**src/rtl/core/bbo_pkg.sv**
```systemverilog
`timescale 1ns / 1ps
// ----------------------------------------------------------------------------
// Bounding box overlay package
// Shared types, constants and the class colour palette for the overlay core.
// ----------------------------------------------------------------------------
package bbo_pkg;

	// Sizes and defaults.
	localparam int MAX_BOXES_DEF = 16;
	localparam int CMD_DEPTH     = 4;
	localparam int RES_DEPTH     = 2;
	localparam int NUM_COLOURS   = 21;
	localparam int DIM_W         = 13;
	localparam int POS_W         = 12;
	localparam int THICK_W       = 8;
	localparam int COLOUR_W      = 5;
	localparam int CLASS_W       = 10;
	localparam int CH_W          = 8;

	localparam logic [DIM_W-1:0]   WIDTH_RST  = 13'd640;
	localparam logic [DIM_W-1:0]   HEIGHT_RST = 13'd480;
	localparam logic [THICK_W-1:0] THICK_RST  = 8'd2;
	localparam logic [DIM_W-1:0]   DIM_MAX    = 13'd4096;

	// Reciprocal of 21 scaled by 2^16; exact quotient for every 10-bit class.
	localparam logic [11:0] RECIP_21 = 12'd3121;

	// Input action codes.
	typedef enum logic [1:0] {
		ACT_CLEAR = 2'd0,
		ACT_ADD   = 2'd1,
		ACT_PIXEL = 2'd2
	} action_t;

	// Configuration register indexes.
	typedef enum logic [1:0] {
		CFG_WIDTH  = 2'd0,
		CFG_HEIGHT = 2'd1,
		CFG_THICK  = 2'd2
	} cfg_index_t;

	// Command kinds passed from the front to the back.
	typedef enum logic [1:0] {
		CMD_CLEAR = 2'd0,
		CMD_ADD   = 2'd1,
		CMD_PIXEL = 2'd2
	} cmd_kind_t;

	typedef struct packed {
		logic [1:0]         action;
		logic signed [15:0] box_x;
		logic signed [15:0] box_y;
		logic signed [15:0] box_w;
		logic signed [15:0] box_h;
		logic [CLASS_W-1:0] box_class;
		logic [CH_W-1:0]    pixel_c0;
		logic [CH_W-1:0]    pixel_c1;
		logic [CH_W-1:0]    pixel_c2;
	} item_t;

	typedef struct packed {
		logic [CH_W-1:0] out_c0;
		logic [CH_W-1:0] out_c1;
		logic [CH_W-1:0] out_c2;
		logic            painted;
		logic            frame_end;
	} result_t;

	// One loaded box, already clipped, with its far edges precomputed.
	typedef struct packed {
		logic [POS_W-1:0]    left;
		logic [POS_W-1:0]    top;
		logic [POS_W-1:0]    right;
		logic [POS_W-1:0]    bottom;
		logic [THICK_W-1:0]  thick;
		logic [COLOUR_W-1:0] colour;
	} box_t;

	typedef struct packed {
		logic [POS_W-1:0] col;
		logic [POS_W-1:0] row;
		logic [CH_W-1:0]  c0;
		logic [CH_W-1:0]  c1;
		logic [CH_W-1:0]  c2;
		logic             frame_end;
	} pix_t;

	typedef struct packed {
		cmd_kind_t kind;
		box_t      box;
		pix_t      pix;
	} cmd_t;

	typedef struct packed {
		logic [CH_W-1:0] c0;
		logic [CH_W-1:0] c1;
		logic [CH_W-1:0] c2;
	} rgb_t;

	// Class colour palette.
	function automatic rgb_t palette_lookup(input logic [COLOUR_W-1:0] idx);
		rgb_t c;
		case (idx)
			5'd0:    c = '{8'd128, 8'd64,  8'd128};
			5'd1:    c = '{8'd232, 8'd35,  8'd244};
			5'd2:    c = '{8'd70,  8'd70,  8'd70};
			5'd3:    c = '{8'd156, 8'd102, 8'd102};
			5'd4:    c = '{8'd153, 8'd153, 8'd190};
			5'd5:    c = '{8'd153, 8'd153, 8'd153};
			5'd6:    c = '{8'd30,  8'd170, 8'd250};
			5'd7:    c = '{8'd0,   8'd220, 8'd220};
			5'd8:    c = '{8'd35,  8'd142, 8'd107};
			5'd9:    c = '{8'd152, 8'd251, 8'd152};
			5'd10:   c = '{8'd180, 8'd130, 8'd70};
			5'd11:   c = '{8'd60,  8'd20,  8'd220};
			5'd12:   c = '{8'd0,   8'd0,   8'd255};
			5'd13:   c = '{8'd142, 8'd0,   8'd0};
			5'd14:   c = '{8'd70,  8'd0,   8'd0};
			5'd15:   c = '{8'd100, 8'd60,  8'd0};
			5'd16:   c = '{8'd90,  8'd0,   8'd0};
			5'd17:   c = '{8'd230, 8'd0,   8'd0};
			5'd18:   c = '{8'd32,  8'd11,  8'd119};
			5'd19:   c = '{8'd0,   8'd74,  8'd111};
			5'd20:   c = '{8'd81,  8'd0,   8'd81};
			default: c = '{8'd128, 8'd64,  8'd128};
		endcase
		return c;
	endfunction

endpackage

```
**src/rtl/core/bbo_fifo.sv**
```systemverilog
`timescale 1ns / 1ps
// ----------------------------------------------------------------------------
// Bounding box overlay word queue
// Small synchronous FIFO used between the front and back and on the output.
// ----------------------------------------------------------------------------
module bbo_fifo #(
	parameter int  DEPTH = bbo_pkg::CMD_DEPTH,
	parameter type T     = logic
) (
	input  logic clk,
	input  logic arst_n,
	input  logic wr_en,
	input  T     wr_data,
	output logic full,
	input  logic rd_en,
	output T     rd_data,
	output logic empty
);
	localparam int PTR_W = (DEPTH > 1) ? $clog2(DEPTH) : 1;
	localparam int CNT_W = $clog2(DEPTH + 1);

	T                 mem_q [DEPTH];
	logic [PTR_W-1:0] wr_ptr_q;
	logic [PTR_W-1:0] rd_ptr_q;
	logic [CNT_W-1:0] count_q;
	logic             do_wr;
	logic             do_rd;

	assign full    = (count_q == CNT_W'(DEPTH));
	assign empty   = (count_q == '0);
	assign do_wr   = wr_en && !full;
	assign do_rd   = rd_en && !empty;
	assign rd_data = mem_q[rd_ptr_q];

	// Storage write.
	always_ff @(posedge clk) begin
		if (do_wr) begin
			mem_q[wr_ptr_q] <= wr_data;
		end
	end

	// Pointers and fill count.
	always_ff @(posedge clk or negedge arst_n) begin
		if (!arst_n) begin
			wr_ptr_q <= '0;
			rd_ptr_q <= '0;
			count_q  <= '0;
		end else begin
			if (do_wr) begin
				wr_ptr_q <= (wr_ptr_q == PTR_W'(DEPTH - 1)) ? '0 : wr_ptr_q + 1'b1;
			end
			if (do_rd) begin
				rd_ptr_q <= (rd_ptr_q == PTR_W'(DEPTH - 1)) ? '0 : rd_ptr_q + 1'b1;
			end
			if (do_wr && !do_rd) begin
				count_q <= count_q + 1'b1;
			end else if (do_rd && !do_wr) begin
				count_q <= count_q - 1'b1;
			end
		end
	end

endmodule

```
**src/rtl/core/bbo_front.sv**
```systemverilog
`timescale 1ns / 1ps
// ----------------------------------------------------------------------------
// Bounding box overlay front end
// Holds the configuration, clips boxes on load, tracks the raster position
// and hands decoded commands to the back end.
// ----------------------------------------------------------------------------
module bbo_front (
	input  logic                          clk,
	input  logic                          arst_n,
	input  logic                          push,
	input  bbo_pkg::item_t                item,
	output logic                          full,
	input  logic                          cfg_valid,
	output logic                          cfg_ready,
	input  logic [1:0]                    cfg_index,
	input  logic [bbo_pkg::DIM_W-1:0]     cfg_data,
	output logic                          cmd_push,
	output bbo_pkg::cmd_t                 cmd,
	input  logic                          cmd_full
);
	import bbo_pkg::*;

	logic [DIM_W-1:0]   width_q;
	logic [DIM_W-1:0]   height_q;
	logic [THICK_W-1:0] thick_q;
	logic [POS_W-1:0]   col_q;
	logic [POS_W-1:0]   row_q;

	logic               accept;
	logic [DIM_W-1:0]   wd;
	logic [DIM_W-1:0]   ht;
	logic [DIM_W-1:0]   wd_m1;
	logic [DIM_W-1:0]   ht_m1;
	logic [14:0]        xc, yc, wc, hc;
	logic               x_past, y_past;
	logic [POS_W-1:0]   left, top, span_x, span_y;
	logic [POS_W-1:0]   half_x, half_y;
	logic [THICK_W-1:0] th0, th1, th;
	logic [21:0]        class_prod;
	logic [5:0]         class_quot;
	logic [CLASS_W-1:0] class_rem;
	logic               last_col, last_row;

	assign cfg_ready = 1'b1;
	assign full      = cmd_full;
	assign accept    = push && !cmd_full;

	// Configuration registers.
	always_ff @(posedge clk or negedge arst_n) begin
		if (!arst_n) begin
			width_q  <= WIDTH_RST;
			height_q <= HEIGHT_RST;
			thick_q  <= THICK_RST;
		end else if (cfg_valid && cfg_ready) begin
			unique case (cfg_index)
				CFG_WIDTH:  width_q  <= cfg_data;
				CFG_HEIGHT: height_q <= cfg_data;
				CFG_THICK:  thick_q  <= cfg_data[THICK_W-1:0];
				default: ;
			endcase
		end
	end

	// Effective frame size: zero acts as one, anything above the maximum saturates.
	always_comb begin
		priority if (width_q == '0) wd = DIM_W'(1);
		else if (width_q > DIM_MAX) wd = DIM_MAX;
		else wd = width_q;
		priority if (height_q == '0) ht = DIM_W'(1);
		else if (height_q > DIM_MAX) ht = DIM_MAX;
		else ht = height_q;
	end
	assign wd_m1 = wd - 1'b1;
	assign ht_m1 = ht - 1'b1;

	// Box clipping against the frame.
	always_comb begin
		xc = item.box_x[15] ? '0 : item.box_x[14:0];
		yc = item.box_y[15] ? '0 : item.box_y[14:0];
		wc = item.box_w[15] ? '0 : item.box_w[14:0];
		hc = item.box_h[15] ? '0 : item.box_h[14:0];
		x_past = (xc >= 15'(wd));
		y_past = (yc >= 15'(ht));

		if (x_past) begin
			left   = wd_m1[POS_W-1:0];
			span_x = '0;
		end else begin
			left = xc[POS_W-1:0];
			if ((16'(xc) + 16'(wc)) >= 16'(wd)) span_x = wd_m1[POS_W-1:0] - xc[POS_W-1:0];
			else span_x = wc[POS_W-1:0];
		end

		if (y_past) begin
			top    = ht_m1[POS_W-1:0];
			span_y = '0;
		end else begin
			top = yc[POS_W-1:0];
			if ((16'(yc) + 16'(hc)) >= 16'(ht)) span_y = ht_m1[POS_W-1:0] - yc[POS_W-1:0];
			else span_y = hc[POS_W-1:0];
		end

		// Thickness is capped at half of each span plus one.
		th0    = (x_past || y_past) ? THICK_W'(1) : thick_q;
		half_x = {1'b0, span_x[POS_W-1:1]} + 1'b1;
		half_y = {1'b0, span_y[POS_W-1:1]} + 1'b1;
		th1    = (POS_W'(th0) > half_x) ? half_x[THICK_W-1:0] : th0;
		th     = (POS_W'(th1) > half_y) ? half_y[THICK_W-1:0] : th1;
	end

	// Class modulo 21 through a reciprocal multiply and one correction-free subtract.
	assign class_prod = 22'(item.box_class) * 22'(RECIP_21);
	assign class_quot = class_prod[21:16];
	assign class_rem  = item.box_class - (CLASS_W'(class_quot) * CLASS_W'(NUM_COLOURS));

	// Raster position bookkeeping.
	assign last_col = (col_q >= wd_m1[POS_W-1:0]);
	assign last_row = (row_q >= ht_m1[POS_W-1:0]);

	always_ff @(posedge clk or negedge arst_n) begin
		if (!arst_n) begin
			col_q <= '0;
			row_q <= '0;
		end else if (accept) begin
			if (item.action == ACT_CLEAR) begin
				col_q <= '0;
				row_q <= '0;
			end else if (item.action == ACT_PIXEL) begin
				if (last_col) begin
					col_q <= '0;
					row_q <= last_row ? '0 : row_q + 1'b1;
				end else begin
					col_q <= col_q + 1'b1;
				end
			end
		end
	end

	// Command word for the back end.
	always_comb begin
		cmd.box.left      = left;
		cmd.box.top       = top;
		cmd.box.right     = left + span_x;
		cmd.box.bottom    = top + span_y;
		cmd.box.thick     = th;
		cmd.box.colour    = class_rem[COLOUR_W-1:0];
		cmd.pix.col       = col_q;
		cmd.pix.row       = row_q;
		cmd.pix.c0        = item.pixel_c0;
		cmd.pix.c1        = item.pixel_c1;
		cmd.pix.c2        = item.pixel_c2;
		cmd.pix.frame_end = last_col && last_row;
		cmd_push          = accept;
		unique case (item.action)
			ACT_CLEAR: cmd.kind = CMD_CLEAR;
			ACT_ADD:   cmd.kind = CMD_ADD;
			ACT_PIXEL: cmd.kind = CMD_PIXEL;
			default: begin
				cmd.kind = CMD_CLEAR;
				cmd_push = 1'b0;
			end
		endcase
	end

	// A restart puts the raster position back at the origin.
	a_clear_restarts: assert property (@(posedge clk) disable iff (!arst_n)
		accept && item.action == ACT_CLEAR |=> col_q == '0 && row_q == '0)
		else $error("raster position not restarted after clear");

	// A loaded box always ends inside the frame.
	a_box_in_frame: assert property (@(posedge clk) disable iff (!arst_n)
		accept && item.action == ACT_ADD |->
			{1'b0, cmd.box.right} < wd && {1'b0, cmd.box.bottom} < ht)
		else $error("clipped box reaches past the frame");

	// A command word is only offered when the queue has room.
	a_push_when_room: assert property (@(posedge clk) disable iff (!arst_n)
		cmd_push |-> !cmd_full)
		else $error("command pushed into a full queue");

endmodule

```
**src/rtl/core/bbo_back.sv**
```systemverilog
`timescale 1ns / 1ps
// ----------------------------------------------------------------------------
// Bounding box overlay back end
// Keeps the box table, tests each pixel against every box border in
// parallel lanes and picks the colour of the last matching box.
// ----------------------------------------------------------------------------
module bbo_back #(
	parameter int MAX_BOXES = bbo_pkg::MAX_BOXES_DEF
) (
	input  logic             clk,
	input  logic             arst_n,
	input  logic             cmd_empty,
	input  bbo_pkg::cmd_t    cmd,
	output logic             cmd_pop,
	input  logic             res_full,
	output logic             res_push,
	output bbo_pkg::result_t res
);
	import bbo_pkg::*;

	localparam int IDX_W = (MAX_BOXES > 1) ? $clog2(MAX_BOXES) : 1;
	localparam int CNT_W = $clog2(MAX_BOXES + 1);

	box_t                 table_q [MAX_BOXES];
	logic [CNT_W-1:0]     count_q;
	logic                 s1_valid;
	logic [MAX_BOXES-1:0] hits_s1;
	pix_t                 pix_s1;

	logic                 stage_free;
	logic [MAX_BOXES-1:0] hits;
	logic [IDX_W-1:0]     sel;
	logic                 any;
	rgb_t                 colour;

	assign stage_free = !s1_valid || !res_full;
	assign cmd_pop    = !cmd_empty && stage_free;

	// Box table write and fill count.
	always_ff @(posedge clk) begin
		if (cmd_pop && cmd.kind == CMD_ADD && count_q != CNT_W'(MAX_BOXES)) begin
			table_q[count_q[IDX_W-1:0]] <= cmd.box;
		end
	end

	always_ff @(posedge clk or negedge arst_n) begin
		if (!arst_n) begin
			count_q <= '0;
		end else if (cmd_pop) begin
			if (cmd.kind == CMD_CLEAR) begin
				count_q <= '0;
			end else if (cmd.kind == CMD_ADD && count_q != CNT_W'(MAX_BOXES)) begin
				count_q <= count_q + 1'b1;
			end
		end
	end

	// One border test per table entry.
	for (genvar k = 0; k < MAX_BOXES; k++) begin : g_lane
		box_t             b;
		logic             inside_box;
		logic [POS_W-1:0] dl, dr, dt, db;
		assign b          = table_q[k];
		assign inside_box = cmd.pix.col >= b.left && cmd.pix.col <= b.right &&
			cmd.pix.row >= b.top && cmd.pix.row <= b.bottom;
		assign dl = cmd.pix.col - b.left;
		assign dr = b.right - cmd.pix.col;
		assign dt = cmd.pix.row - b.top;
		assign db = b.bottom - cmd.pix.row;
		assign hits[k] = (count_q >= CNT_W'(k + 1)) && inside_box &&
			(dl < POS_W'(b.thick) || dr < POS_W'(b.thick) ||
			 dt < POS_W'(b.thick) || db < POS_W'(b.thick));
	end

	// Hit stage register.
	always_ff @(posedge clk or negedge arst_n) begin
		if (!arst_n) begin
			s1_valid <= 1'b0;
		end else if (stage_free) begin
			s1_valid <= cmd_pop && cmd.kind == CMD_PIXEL;
		end
	end

	always_ff @(posedge clk) begin
		if (cmd_pop && cmd.kind == CMD_PIXEL) begin
			hits_s1 <= hits;
			pix_s1  <= cmd.pix;
		end
	end

	// The last loaded matching box wins.
	always_comb begin
		sel = '0;
		any = 1'b0;
		for (int k = 0; k < MAX_BOXES; k++) begin
			if (hits_s1[k]) begin
				sel = IDX_W'(k);
				any = 1'b1;
			end
		end
	end

	assign colour = palette_lookup(table_q[sel].colour);

	// Result word toward the output queue.
	always_comb begin
		res_push      = s1_valid && !res_full;
		res.out_c0    = any ? colour.c0 : pix_s1.c0;
		res.out_c1    = any ? colour.c1 : pix_s1.c1;
		res.out_c2    = any ? colour.c2 : pix_s1.c2;
		res.painted   = any;
		res.frame_end = pix_s1.frame_end;
	end

	a_count_bound: assert property (@(posedge clk) disable iff (!arst_n)
		count_q <= CNT_W'(MAX_BOXES))
		else $error("box count beyond table size");

	a_hold_on_stall: assert property (@(posedge clk) disable iff (!arst_n)
		s1_valid && res_full |=> s1_valid && $stable(hits_s1) && $stable(pix_s1))
		else $error("hit stage changed while output stalled");

	a_clear_empties: assert property (@(posedge clk) disable iff (!arst_n)
		cmd_pop && cmd.kind == CMD_CLEAR |=> count_q == '0)
		else $error("box table not emptied by clear");

endmodule

```
**src/rtl/core/bounding_box_overlay_core.sv**
```systemverilog
`timescale 1ns / 1ps
// ----------------------------------------------------------------------------
// Bounding box overlay core
// Draws class-coloured rectangle outlines over a raster pixel stream.
// ----------------------------------------------------------------------------
// Words enter through push/full: action 0 clears the box table and restarts
// the raster position, action 1 loads one box (clipped to the frame when it
// is taken), action 2 passes one pixel in raster order. Only pixel words give
// a result word, read through empty/pop; it carries the pixel after overlay,
// a painted flag and a frame_end flag on the last pixel of the frame.
// The configuration channel (cfg_valid/cfg_ready, always ready) sets frame
// width, height and outline thickness; write it only while the core is idle.
// One word is taken per clock while full is low. A pixel's result passes
// through the command queue, then the hit stage register that holds the
// parallel border test over all table entries, then the output queue.
// When the receiver stops popping, the output queue and hit stage fill, the
// command queue backs up behind them and full rises; nothing is lost.
// Reset empties both queues and the box table and puts the raster position at
// the origin; the registers return to 640 by 480 with thickness 2.
// ----------------------------------------------------------------------------
module bounding_box_overlay_core #(
	parameter int MAX_BOXES = bbo_pkg::MAX_BOXES_DEF
) (
	input  logic                      clk,
	input  logic                      arst_n,
	input  logic                      push,
	input  bbo_pkg::item_t            item,
	output logic                      full,
	output logic                      empty,
	input  logic                      pop,
	output bbo_pkg::result_t          result,
	input  logic                      cfg_valid,
	output logic                      cfg_ready,
	input  logic [1:0]                cfg_index,
	input  logic [bbo_pkg::DIM_W-1:0] cfg_data
);
	import bbo_pkg::*;

	logic    cmd_push;
	cmd_t    cmd_wr;
	logic    cmd_full;
	cmd_t    cmd_rd;
	logic    cmd_empty;
	logic    cmd_pop;
	logic    res_push;
	result_t res_wr;
	logic    res_full;

	bbo_front u_front (
		.clk       (clk),
		.arst_n    (arst_n),
		.push      (push),
		.item      (item),
		.full      (full),
		.cfg_valid (cfg_valid),
		.cfg_ready (cfg_ready),
		.cfg_index (cfg_index),
		.cfg_data  (cfg_data),
		.cmd_push  (cmd_push),
		.cmd       (cmd_wr),
		.cmd_full  (cmd_full)
	);

	bbo_fifo #(
		.DEPTH (CMD_DEPTH),
		.T     (cmd_t)
	) u_cmd_fifo (
		.clk     (clk),
		.arst_n  (arst_n),
		.wr_en   (cmd_push),
		.wr_data (cmd_wr),
		.full    (cmd_full),
		.rd_en   (cmd_pop),
		.rd_data (cmd_rd),
		.empty   (cmd_empty)
	);

	bbo_back #(
		.MAX_BOXES (MAX_BOXES)
	) u_back (
		.clk       (clk),
		.arst_n    (arst_n),
		.cmd_empty (cmd_empty),
		.cmd       (cmd_rd),
		.cmd_pop   (cmd_pop),
		.res_full  (res_full),
		.res_push  (res_push),
		.res       (res_wr)
	);

	bbo_fifo #(
		.DEPTH (RES_DEPTH),
		.T     (result_t)
	) u_res_fifo (
		.clk     (clk),
		.arst_n  (arst_n),
		.wr_en   (res_push),
		.wr_data (res_wr),
		.full    (res_full),
		.rd_en   (pop),
		.rd_data (result),
		.empty   (empty)
	);

endmodule
```
**config.mk**
```make
export PLATFORM = sky130hd
export DESIGN_NAME = bounding_box_overlay_core
export DESIGN_NICKNAME = d
export VERILOG_FILES = /design/src/rtl/core/bbo_pkg.sv /design/src/rtl/core/bbo_fifo.sv /design/src/rtl/core/bbo_front.sv /design/src/rtl/core/bbo_back.sv /design/src/rtl/core/bounding_box_overlay_core.sv
export SDC_FILE = /design/constraint.sdc
export NUM_CORES = 2
export LEC_CHECK = 0
export BUFFER_PORTS_ARGS = -buffer_cell sky130_fd_sc_hd__buf_2
export CELL_PAD_IN_SITES_DETAIL_PLACEMENT = 1
export CELL_PAD_IN_SITES_GLOBAL_PLACEMENT = 1
export CORE_ASPECT_RATIO = 1.1
export CORE_MARGIN = 5
export CORE_UTILIZATION = 25
export CTS_CLUSTER_DIAMETER = 40
export DETAILED_ROUTE_END_ITERATION = 16
export PLACE_DENSITY_LB_ADDON = 0.1
export SYNTH_ARGS = -nofsm -noshare
export SYNTH_HDL_FRONTEND = slang
export SYNTH_SLANG_ARGS = --single-unit
```
**constraint.sdc**
```tcl
create_clock -name clk -period 21.6 [get_ports clk]
set_input_delay 2.16 -clock clk [delete_from_list [all_inputs] [get_ports clk]]
set_output_delay 2.16 -clock clk [all_outputs]
set_load 0.02 [all_outputs]
```
==> reports/qor.csv <==
stage,metric,value,unit
power,total_power,0.0235,W
min_path,holdPathStages,1,
layout,final_util,30.1,%
min_path,min-delay-path-class,reg2reg,
floorplanning,floorplan.initialDensity,25.1,%
clock_network,cts.sinks,1592,
critical_path,slowest_stage,a221oi_4,
synthesis,syn_area,105000,um^2
synthesis,synth.top_cell.area_share,43.5,%
global_route,grt_remaining_overflow,0,
route,drt_iter0_markers,5074,
synthesis,synth_top_family_by_area,adder cells,
synthesis,synthAdderAreaFrac,19.2,%
clock_network,cts_buffers,358,
timing,max_clock_freq,0.0876,GHz
route,drtPass1Iterations,6,
global_route,grt_pass1_vias,81200,
synthesis,synth_edf_count,1517,
clock_network,cts-root-buf,clkbuf_16,
layout,area_growth,20.1,%
synthesis,synth-xor-area-share,4.28,%
placed_design,port-buffer-count,147,
synthesis,yosys_register_bits,1592,
timing,tightest_slew,1140,ps
timing,setup-tns-final,0,ps
synthesis,muxShareOfSynthArea,3.92,%
floorplanning,rows,249,
clock_network,htree_levels,5,
power,peakVddDrop,0.0857,mV
timing,slew_headroom,23.8,%
route,vias,77300,
global_route,grt.total_usage,19.5,%
synthesis,synth-main-ff-cell,edfxtp_1,
timing,hold_violations,0,
clock_network,post_cts_buffers,0,
critical_path,crit_type,in2reg,
route,routed_wl,431000,um
layout,instances_no_fill,15700,
floorplanning,core_area,418000,um^2
global_route,grt_first_pass_wirelength,601000,um
synthesis,synth_compound_area_share,13.6,%
power,leakage,50.6,nW
layout,fin_nets,11500,
timing,min_period,11410,ps
clock_network,tritoncts,yes,
floorplanning,ios,149,
placed_design,dp_hpwl,291000,um
timing,rsz0062_at_grt,false,
global_route,grt_max_degree,62,
timing,timing.hold.ws,515,ps
critical_path,slowest_delay,530,ps
synthesis,async_flop_share,4.71,%
critical_path,cp-end-kind,flop,
global_route,grt_antenna_before_repair,95,
synthesis,synthesis.nets,10900,
clock_network,cts_resized,0,
synthesis,ys_warn_count,0,
timing,fin_crit_sh,52.8,%
layout,drive_above_1_share,11.5,%
floorplanning,die-area,432000,um^2
job,maxCapViolations,0,
synthesis,syn_area_per_cell,11.3,um^2
placed_design,dp_cells,15000,
synthesis,ys_seq_area_share,45.3,%
clock_network,clkSlewWorstSetupHoldPaths,50,ps
timing,fin_skew,69.3,ps
floorplanning,die_w,627,um
route,drc,0,
route,wire_per_inst,27.4,um
synthesis,synthTopCellsByArea,"edfxtp_1 44%, ha_1 18%, inv_1 3.6%",
timing,drv_slew,0,
route,ant_nets,0,
clock_network,postCtsHoldBufs,0,
power,powerDensity,187,nW/um^2
critical_path,crit_arrival,12080,ps
clock_network,clock_latency,950,ps
status,status,completed,
critical_path,r2r_cells,37,
critical_path,cp_max_fo,22,
timing,finalSetupViolations,0,
critical_path,worstPathRequired,22270,ps
placed_design,routabilityCongestion,0.810,
floorplanning,die_y,689,um
synthesis,yosys.cell_types.count,97,
clock_network,clockBufferDepth,4,
route,vias_per_cell,4.92,
synthesis,syn_inst,9264,
critical_path,startpoint_type,primary input,
synthesis,yosysTopAreaCell,edfxtp_1,
synthesis,yosys.area_share.simple,9.71,%
## flip-flops by register name, indices dropped and copies added (netlist names)
signal / count
u_front.col_q: 12
u_res_fifo.wr_ptr_q: 1
u_cmd_fifo.wr_ptr_q: 2
u_res_fifo.count_q: 2
u_cmd_fifo.count_q: 3
u_cmd_fifo.mem_q: 448
u_back.pix_s1: 24
u_front.thick_q: 8
u_back.res: 1
u_cmd_fifo.rd_ptr_q: 2
u_front.width_q: 13
u_back.s1_valid: 1
u_res_fifo.mem_q: 52
u_back.table_q: 976
u_front.height_q: 13
u_back.hits_s1: 16
u_front.row_q: 12
u_res_fifo.rd_ptr_q: 1
u_back.count_q: 5
## cells by family after synthesis
logic type / count (synthesis)
adders and majority gates: 1561
and+or+nand+nor: 1980
DFF: 1592
xor gates and xnor gates: 511
buffers and inverters: 1093
AOI/OAI and AO/OA: 2266
other: 1
muxes: 260
## report_power, final
part / internal (W) / leakage [nW] / total [W] / switching [W]
Sequential: 0.00443 / 14.7 / 0.00462 / 0.000197
Combinational: 0.00463 / 30.0 / 0.0133 / 0.00871
Clock: 0.00363 / 5.90 / 0.00555 / 0.00192
## critical path: cells and delay by family
kind                       cells  cell delay [ps]
AOI/OAI and AO/OA             19             3940
adders and majority gates      5             1700
xor gates and xnor gates       2              290
muxes                          3             1080
buffers and inverters          1              200
and+or+nand+nor               10             2670
## final cells by class
class                           count  area [um^2]
Tap cell                         5522         6910
Antenna cell                       61          153
Timing Repair Buffer              300         1890
Sequential cell                  1592        47400
Multi-Input combinational cell   6579        53300
Inverter                         1001         3760
Clock buffer                      404         9250
Clock inverter                    250         3010
Fill cell                       45800       292000
## worst paths after layout
path	startpoint	slack, ps	to
worst min register to register	u_front.thick_q[4]$_DFFE_PN0P_	510	u_front.thick_q[4]$_DFFE_PN0P_
min in group asynchronous	arst_n	1190	u_front.col_q[7]$_DFFE_PN0P_
worst min-delay path	u_front.thick_q[4]$_DFFE_PN0P_	510	u_front.thick_q[4]$_DFFE_PN0P_
worst max-delay path	item[65]	10190	u_cmd_fifo.mem_q[0][61]$_DFFE_PP_
max in group asynchronous	arst_n	19300	u_front.height_q[4]$_DFFE_PN0P_
worst max register to register	u_front.width_q[5]$_DFFE_PN0P_	11480	u_cmd_fifo.mem_q[0][61]$_DFFE_PP_
## per-layer routing
layer | routed length [um] | up-vias | global-route usage (%)
met5 | 13 | - | 0
met1 | 192000 | 39100 | 26.0
li1 | - | 35700 | -
met3 | 20900 | 530 | 2.29
met4 | 12600 | 2 | 5.59
met2 | 206000 | 1905 | 33.2
## synthesized netlist by cell type (23+ instances only)
| cell | instances |
|---|---|
| nor2b_1 | 212 |
| mux2i_1 | 66 |
| o21a_1 | 247 |
| mux2_2 | 81 |
| mux4_2 | 112 |
| nand2_1 | 350 |
| nand4b_1 | 28 |
| or3_1 | 54 |
| nor4_1 | 81 |
| a21o_1 | 155 |
| edfxtp_1 | 1517 |
| nor3_1 | 102 |
| o211ai_1 | 31 |
| inv_1 | 999 |
| or2_2 | 23 |
| clkbuf_1 | 57 |
| nand2b_1 | 221 |
| nor2_1 | 526 |
| o21bai_1 | 144 |
| nand4_1 | 176 |
| a31oi_1 | 45 |
| and2_1 | 38 |
| o22ai_1 | 43 |
| a21boi_0 | 138 |
| ha_1 | 1479 |
| nand3_1 | 73 |
| xor2_1 | 200 |
| a211oi_1 | 42 |
| and3_1 | 38 |
| fa_1 | 82 |
| a21oi_1 | 624 |
| xnor2_1 | 311 |
| dfrtp_1 | 68 |
| o21ai_0 | 578 |
## through the flow
stage / setup slack (ps) / cell area, um^2
floorplan: 11120 / 105000
global placement: 8710 / 113000
detailed placement: 9100 / 113000
CTS: 10090 / 126000
global route: 9350 / 126000
finish: 10190 / 126000
## cells in the final DEF, fill, tap and decap left out, drive strengths merged, types with 45 or more instances in the layout
cell       n
a21boi   138
a21o     155
a21oi    625
a31oi     46
buf      300
bufinv    45
clkbuf   404
clkinv   138
dfrtp     68
diode     61
edfxtp  1517
fa        82
ha      1479
inv     1034
mux2      82
mux2i     66
mux4     112
nand2    351
nand2b   221
nand3     73
nand4    176
nor2     527
nor2b    212
nor3     102
nor4      82
o21a     247
o21ai    583
o21bai   144
or3       54
xnor2    311
xor2     200
No activity file was read; power rests on OpenSTA's default activity.
